--- config.mk ---
export PLATFORM = sky130hd
export DESIGN_NAME = fmtt_ram
export DESIGN_NICKNAME = d
export VERILOG_FILES = /design/src/rtl/fmtt_ram.sv
export SDC_FILE = /design/constraint.sdc
export NUM_CORES = 1
export LEC_CHECK = 0
export BUFFER_PORTS_ARGS = -buffer_cell sky130_fd_sc_hd__buf_2
export CAP_MARGIN = 20
export CORE_UTILIZATION = 66
export DETAILED_ROUTE_END_ITERATION = 8
export PLACE_DENSITY = 0.94
export SETUP_SLACK_MARGIN = 0.05
export SYNTH_ARGS = -nofsm -noshare
export SYNTH_HDL_FRONTEND = slang
export SYNTH_SLANG_ARGS = --single-unit
--- constraint.sdc ---
create_clock -name clk -period 15.6 [get_ports clk]
set_clock_uncertainty 0.15 [all_clocks]
set_input_delay 0.78 -clock clk [delete_from_list [all_inputs] [get_ports clk]]
set_output_delay 0.78 -clock clk [all_outputs]
set_load 0.02 [all_outputs]
--- src/rtl/fmtt_ram.sv ---
module fmtt_ram #(
  parameter int WIDTH = 64,
  parameter int DEPTH = 16,
  localparam int AW = (DEPTH > 1) ? $clog2(DEPTH) : 1
) (
  input  logic             clk,
  input  logic             wr_en,
  input  logic [AW-1:0]    wr_addr,
  input  logic [WIDTH-1:0] wr_data,
  input  logic             rd_en,
  input  logic [AW-1:0]    rd_addr,
  output logic [WIDTH-1:0] rd_data
);

  logic [WIDTH-1:0] mem [DEPTH];

  // Simple dual port: one write and one registered read per cycle.
  always_ff @(posedge clk) begin
    if (wr_en) begin
      mem[wr_addr] <= wr_data;
    end
    if (rd_en) begin
      rd_data <= mem[rd_addr];
    end
  end

endmodule

==> impl_results.md, run 1 <==
* Placed Instances at 2,520
* IO buf count at 138
* H-tree Lvls at 3
* Max transition margin at 19.42%
* R2r endpoint: rd_data[29]
* First-pass GRT wire length at 151.6 mm
* Post-synthesis sequential area ratio at 81.23%
* Flop-to-flop setup slack at 13,720 ps
* Chip height at 248.9 µm
* Hold_ws at 345.9 ps
* Synth warn at 0
* Post-cts sizing count at 0
* RePlAce Congestion at 0.7588
* Non-Filler Instances at 2,712
* CTS Sinks at 1,088
* Worst setup SP type: input pin
* Net Count, Synth at 1,722
* Syn Area/Cell at 24.42 µm²
* Aggregate global routing overflow at 0
* Critical path class: input pin to flip-flop
* DRC at 0
* Nets at 1,915
* Routed Antenna Nets at 0
* Crit path capture: rd_data[29]
* Worst hold path type: input pin to flip-flop
* Syn Std Cell Area at 40,220 µm²
* Critical Path Source: rd_addr[1]
* Clock Latency Late Sink at 670 ps
* Via/cell ratio at 7.440
* GRT Util Overall at 35.41%
* Core ar. at 60,250 µm²
* Status: complete, no violations
* Post-synthesis cell type count at 17
* Least-Margin Pin Slew at 1209 ps
* DR vias at 20,180
* Pwr/cell area at 135.6 nW/µm²
* Peak supply drop at 96.48 µV
* Inserted Clock Buffers at 100
* CTS tree: yes
* Die Width at 248.9 µm
* Max-slew violations at 0
* IO Count at 139
* P_leak at 14.44 nW
* Final hold violation count at 0
* Clk buf depth at 3
* Design area at 45,180 µm²
* Area Overhead vs Synth at 12.32%
* Hold Buf Count CTS at 0
* Antenna violations before repair at 16
* Avg WL per Cell at 39.39 µm
* Starting DRC count in detailed routing at 3,425
* Final Cycle Share at 26.31%
* Initial Util at 66.76%
* Setup TNS at 0 ps
* Commonest non-fill, non-tap cell in the layout: edfxtp_1
* Max-Cap Viols at 0
* Post-place instance area at 41,890 µm²
* R2R Path Start: mem[13][29]
* Clk pin slew, worst setup/hold paths at 70 ps
* Highest clock rate at 0.2436 GHz
* Post-synthesis cell count at 1,647
* Final WL at 106.8 mm
* Setup violations, final at 0
* Pin count of the biggest net entering global routing at 136
* CP Capture Type: flip-flop
* Number of global-route vias before repair at 20,850
* Number of setup buffers added after CTS at 0
* Period minus WS final at 4105 ps
* Drt first pass iters at 5
* Unrepaired setup endpoints after global routing: no
* Final HPWL DP at 49.39 mm
* Max Fanout on Critical Path at 135
* Worst EP required at 15,850 ps
* Pwr Total at 6.125 mW
* Layout cells sized above 1 at 30.75%
* Reg2Reg Depth at 3
* Site row count at 90
* Most frequent cells in the layout: edfxtp_1, mux4_2, buf_2
* Die ar. at 61,930 µm²
* CP Data Arrival Time at 4350 ps
* CTS root buffer: clkbuf_16
* Post-synthesis register bit count at 1,088
registers in the layout, indices dropped and copies added, names as in the netlist:
register / count
mem: 1024
rd_data: 64
worst max-delay path: stages:
cell     delay [ps]
buf_8           810
buf_4          1000
buf_4           780
mux4_2          500
a22oi_1         260
nand2_1          90
worst min-delay path by stage:
| stage | start | endpoint | slack [ps] | cells after the start |
|---|---|---|---|---|
| floorplan | mem[14][0] | rd_data[0] | 560 | 3 |
| global placement | mem[15][20] | rd_data[20] | 570 | 3 |
| detailed placement | mem[14][35] | rd_data[35] | 590 | 3 |
| CTS | wr_data[50] | mem[14][50] | 320 | 1 |
| global route | wr_data[13] | mem[6][13] | 340 | 1 |
| finish | wr_data[14] | mem[10][14] | 350 | 1 |
cell usage after synthesis:
library cell / instances / share of area, %
edfxtp_1: 1088 / 81
buf_4: 6 / 0.11
nor2_1: 13 / 0.12
nor2b_1: 2 / 0.031
nand3b_1: 2 / 0.037
nand2_1: 65 / 0.61
clkbuf_1: 36 / 0.34
a22oi_1: 128 / 2.4
or3b_2: 1 / 0.022
buf_1: 16 / 0.15
mux4_2: 256 / 14
buf_6: 13 / 0.36
nand2b_1: 2 / 0.031
nand3_1: 1 / 0.012
and2_1: 1 / 0.016
nor3_1: 4 / 0.050
buf_2: 13 / 0.16
metrics by stage:
step,utilization (%),setup WS [ps]
finish,74.99,11500
global route,74.98,11160
CTS,74.95,11340
detailed placement,69.53,10700
global placement,69.53,10910
floorplan,-,9241
cells by family (layout without fill, tap and decap cells):
family | Yosys count | after routing | synth area share, %
flops | 1088 | 1088 | 81.23
mux | 256 | 256 | 14.33
compound gates | 128 | 128 | 2.389
simple gates | 91 | 91 | 0.9270
buf+inv | 84 | 356 | 1.123
other cells | 0 | 11 | 0
metal layers:
layer  up-vias  global-route usage, %  routed length, µm
li1       7512                      -                  -
met1     10340                  45.70              34170
met2      1939                  57.49              53240
met3       380                  6.489              12820
met4        12                  20.98               6525
met5         -                      0                 72
layout make-up:
type | count | area (µm²)
well taps | 782 | 978.4
clock inverters | 59 | 614.3
diodes | 11 | 27.53
fillers | 2848 | 15070
repair buffers | 175 | 1003
flip-flops and latches | 1088 | 32670
clock buffers | 122 | 2649
multi-input cells | 475 | 7234
power breakdown:
group | internal [mW] | switching, mW
clock network | 1.42 | 1.08
registers | 3.29 | 0.0296
logic | 0.110 | 0.196
total | 4.82 | 1.30
(Power assumes the default switching activity.)
==> run 2, diff against run 1 <==
Settings changed: CORE_UTILIZATION 66 to 55, PLACE_DENSITY 0.94 to 0.85.
Clock period 15.6 ns to 3.3 ns, I/O delays scaled along.
==> run 2 against run 1 <==
Worst hold slack worse by 260 ps. Critical path type is now flip-flop to flip-flop. Sequential share of layout area down 2.0 points. Non-clock buffer count up 80. Count of clock-buffer cells in the layout fell by 8. Core utilization is 10 points lower.
==> impl_results.md, run 2 (synthesis results as in run 1) <==
* Initial Util at 55.88% (was 66.76%)
* Hold_ws at 83.20 ps (was 345.9 ps)
* Final WL at 103.1 mm (was 106.8 mm)
* Chip height at 272.4 µm (was 248.9 µm)
* DR vias at 20,160 (was 20,180)
* Filler Cells Inserted at 4,163 (was 2,848)
* Highest clock rate at 0.5708 GHz
* First-pass GRT wire length at 147.9 mm (was 151.6 mm)
* Post-place instance area at 42,660 µm² (was 41,890 µm²)
* Avg WL per Cell at 35.00 µm (was 39.39 µm)
* Clk buf depth at 3 (unchanged)
* Setup slack after layout at 1548 ps (was 11,500 ps)
* Worst hold path type: input pin to flip-flop (unchanged)
* IO buf count at 138 (unchanged)
* Clock Latency Late Sink at 670 ps (about the same)
* Routed Antenna Nets at 0 (unchanged)
* Die ar. at 74,220 µm² (was 61,930 µm²)
* CTS tree: yes (unchanged)
* Critical Path Source: mem[15][33] (was rd_addr[1])
* Commonest non-fill, non-tap cell in the layout: edfxtp_1 (unchanged)
* Non-Filler Instances at 2,947 (was 2,712)
* Peak supply drop at 532.4 µV (was 96.48 µV)
* Number of global-route vias before repair at 21,220 (was 20,850)
* Dpl ws at 1041 ps (was 10,700 ps)
* Nets at 1,992 (was 1,915)
* Final hold violation count at 0 (unchanged)
* CP Data Arrival Time at 1980 ps (was 4350 ps)
* CTS root buffer: clkbuf_16 (unchanged)
* Period minus WS final at 1752 ps
* Number of flip-flops under the largest register name at 1,024 (unchanged)
* Starting DRC count in detailed routing at 2,859 (was 3,425)
* P_leak at 14.85 nW (was 14.44 nW)
* GRT Util Overall at 28.26% (was 35.41%)
* Die Width at 272.4 µm (was 248.9 µm)
* Inserted Clock Buffers at 97 (was 100)
* Pwr/cell area at 615.8 nW/µm² (was 135.6 nW/µm²)
* H-tree Lvls at 3 (unchanged)
* Most frequent cells in the layout: edfxtp_1, mux4_2, buf_2 (unchanged)
* Pin count of the biggest net entering global routing at 65 (was 136)
* Design area at 46,440 µm² (was 45,180 µm²)
* CP Capture Type: flip-flop (unchanged)
* Layout cells sized above 1 at 30.66% (was 30.75%)
* Setup violations, final at 0 (unchanged)
* Aggregate global routing overflow at 0 (unchanged)
* Worst EP required at 3530 ps (was 15,850 ps)
* Least-Margin Pin Slew at 882.3 ps (was 1209 ps)
* Biggest register: mem (unchanged)
* Antenna violations before repair at 6 (was 16)
* Status: complete, no violations (unchanged)
* IO Count at 139 (unchanged)
* Final HPWL DP at 46.55 mm (was 49.39 mm)
* Via/cell ratio at 6.839 (was 7.440)
* Largest registers: mem: 1024 flops, rd_data: 64 flops (unchanged)
* Unrepaired setup endpoints after global routing: no (unchanged)
* Max Fanout on Critical Path at 1 (was 135)
* Max-slew violations at 0 (unchanged)
* Post-cts sizing count at 0 (unchanged)
* Drt first pass iters at 5 (unchanged)
* CTS Sinks at 1,088 (unchanged)
* Max transition margin at 41.04% (was 19.42%)
* Worst setup SP type: flip-flop (was input pin)
* Critical path class: flip-flop to flip-flop (was input pin to flip-flop)
* Area Overhead vs Synth at 15.45% (was 12.32%)
* Max-Cap Viols at 0 (unchanged)
* R2R Path Start: mem[15][33] (was mem[13][29])
* Number of setup buffers added after CTS at 0 (unchanged)
* Core ar. at 71,980 µm² (was 60,250 µm²)
* DRC at 0 (unchanged)
* Final Cycle Share at 53.08%
* Hold path start: rd_addr[3] (was wr_data[14])
* RePlAce Congestion at 0.7263 (was 0.7588)
* Site row count at 98 (was 90)
* Clk pin slew, worst setup/hold paths at 70 ps (about the same)
* Placed Instances at 2,703 (was 2,520)
[run 2: cell count changes in the layout (fill, tap and decap cells not counted), moves of 5 or more]
cell | previous run | this run
clkinv_2 | 15 | 21
clkinvlp_4 | 2 | 7
clkbuf_16 | 103 | 98
diode_2 | 11 | 1
buf_4 | 37 | 18
buf_12 | 1 | 35
clkinv_1 | 24 | 17
dlygate4sd3_1 | 0 | 65
[run 2: per-layer routing]
layer,vias up,GRT usage (%),wire [µm]
met5,-,0,71
met1,10420,36.96,34800
met3,285,6.568,12500
met2,1780,46.93,52410
li1,7655,-,-
met4,12,10.07,3363
[run 2: power by group]
part	total (mW)	switching, mW	leakage (nW)	internal [mW]
combinational	1.55	0.941	3.44	0.611
sequential	15.7	0.136	9.89	15.6
clock	11.3	5.14	1.52	6.20
[run 2: worst max-delay path, stage by stage, from the launching register on]
cell      delay [ps]
edfxtp_1         440
mux4_2           510
a22oi_1          220
nand2_1          140
[run 2: area by class of cell]
class	count	area, µm²	share of cell area [%]
Clock buffer	114	2512	5.411
Antenna cell	1	2.502	0.005389
Timing Repair Buffer	255	2192	4.721
Sequential cell	1088	32670	70.36
Clock inverter	64	609.3	1.312
Multi-Input combinational cell	475	7259	15.63
Tap cell	950	1189	2.560
[run 2: path summary, 6_finish.rpt]
| path | to | slack (ps) | depth (start not counted) |
|---|---|---|---|
| worst max-delay path | rd_data[33] | 1550 | 3 |
| worst min-delay path | rd_data[27] | 80 | 4 |
| worst max register to register | rd_data[33] | 1550 | 3 |
| worst min register to register | rd_data[37] | 600 | 3 |
[run 2: repair_timing]
item                                    CTS  global route
hold buffers                             65             0
setup endpoints to repair                 0             0
endpoints found under the hold margin  1050             0
[run 2: stage by stage]
step / utilization (%) / TNS [ps] / total power, mW
2_1_floorplan: - / -167170 / 16.76
3_3_place_gp: 59.27 / 0 / 17.30
3_5_place_dp: 59.27 / 0 / 17.40
4_1_cts: 64.51 / 0 / 28.64
5_1_grt: 64.51 / 0 / 29.23
6_report: 64.52 / 0 / 28.60
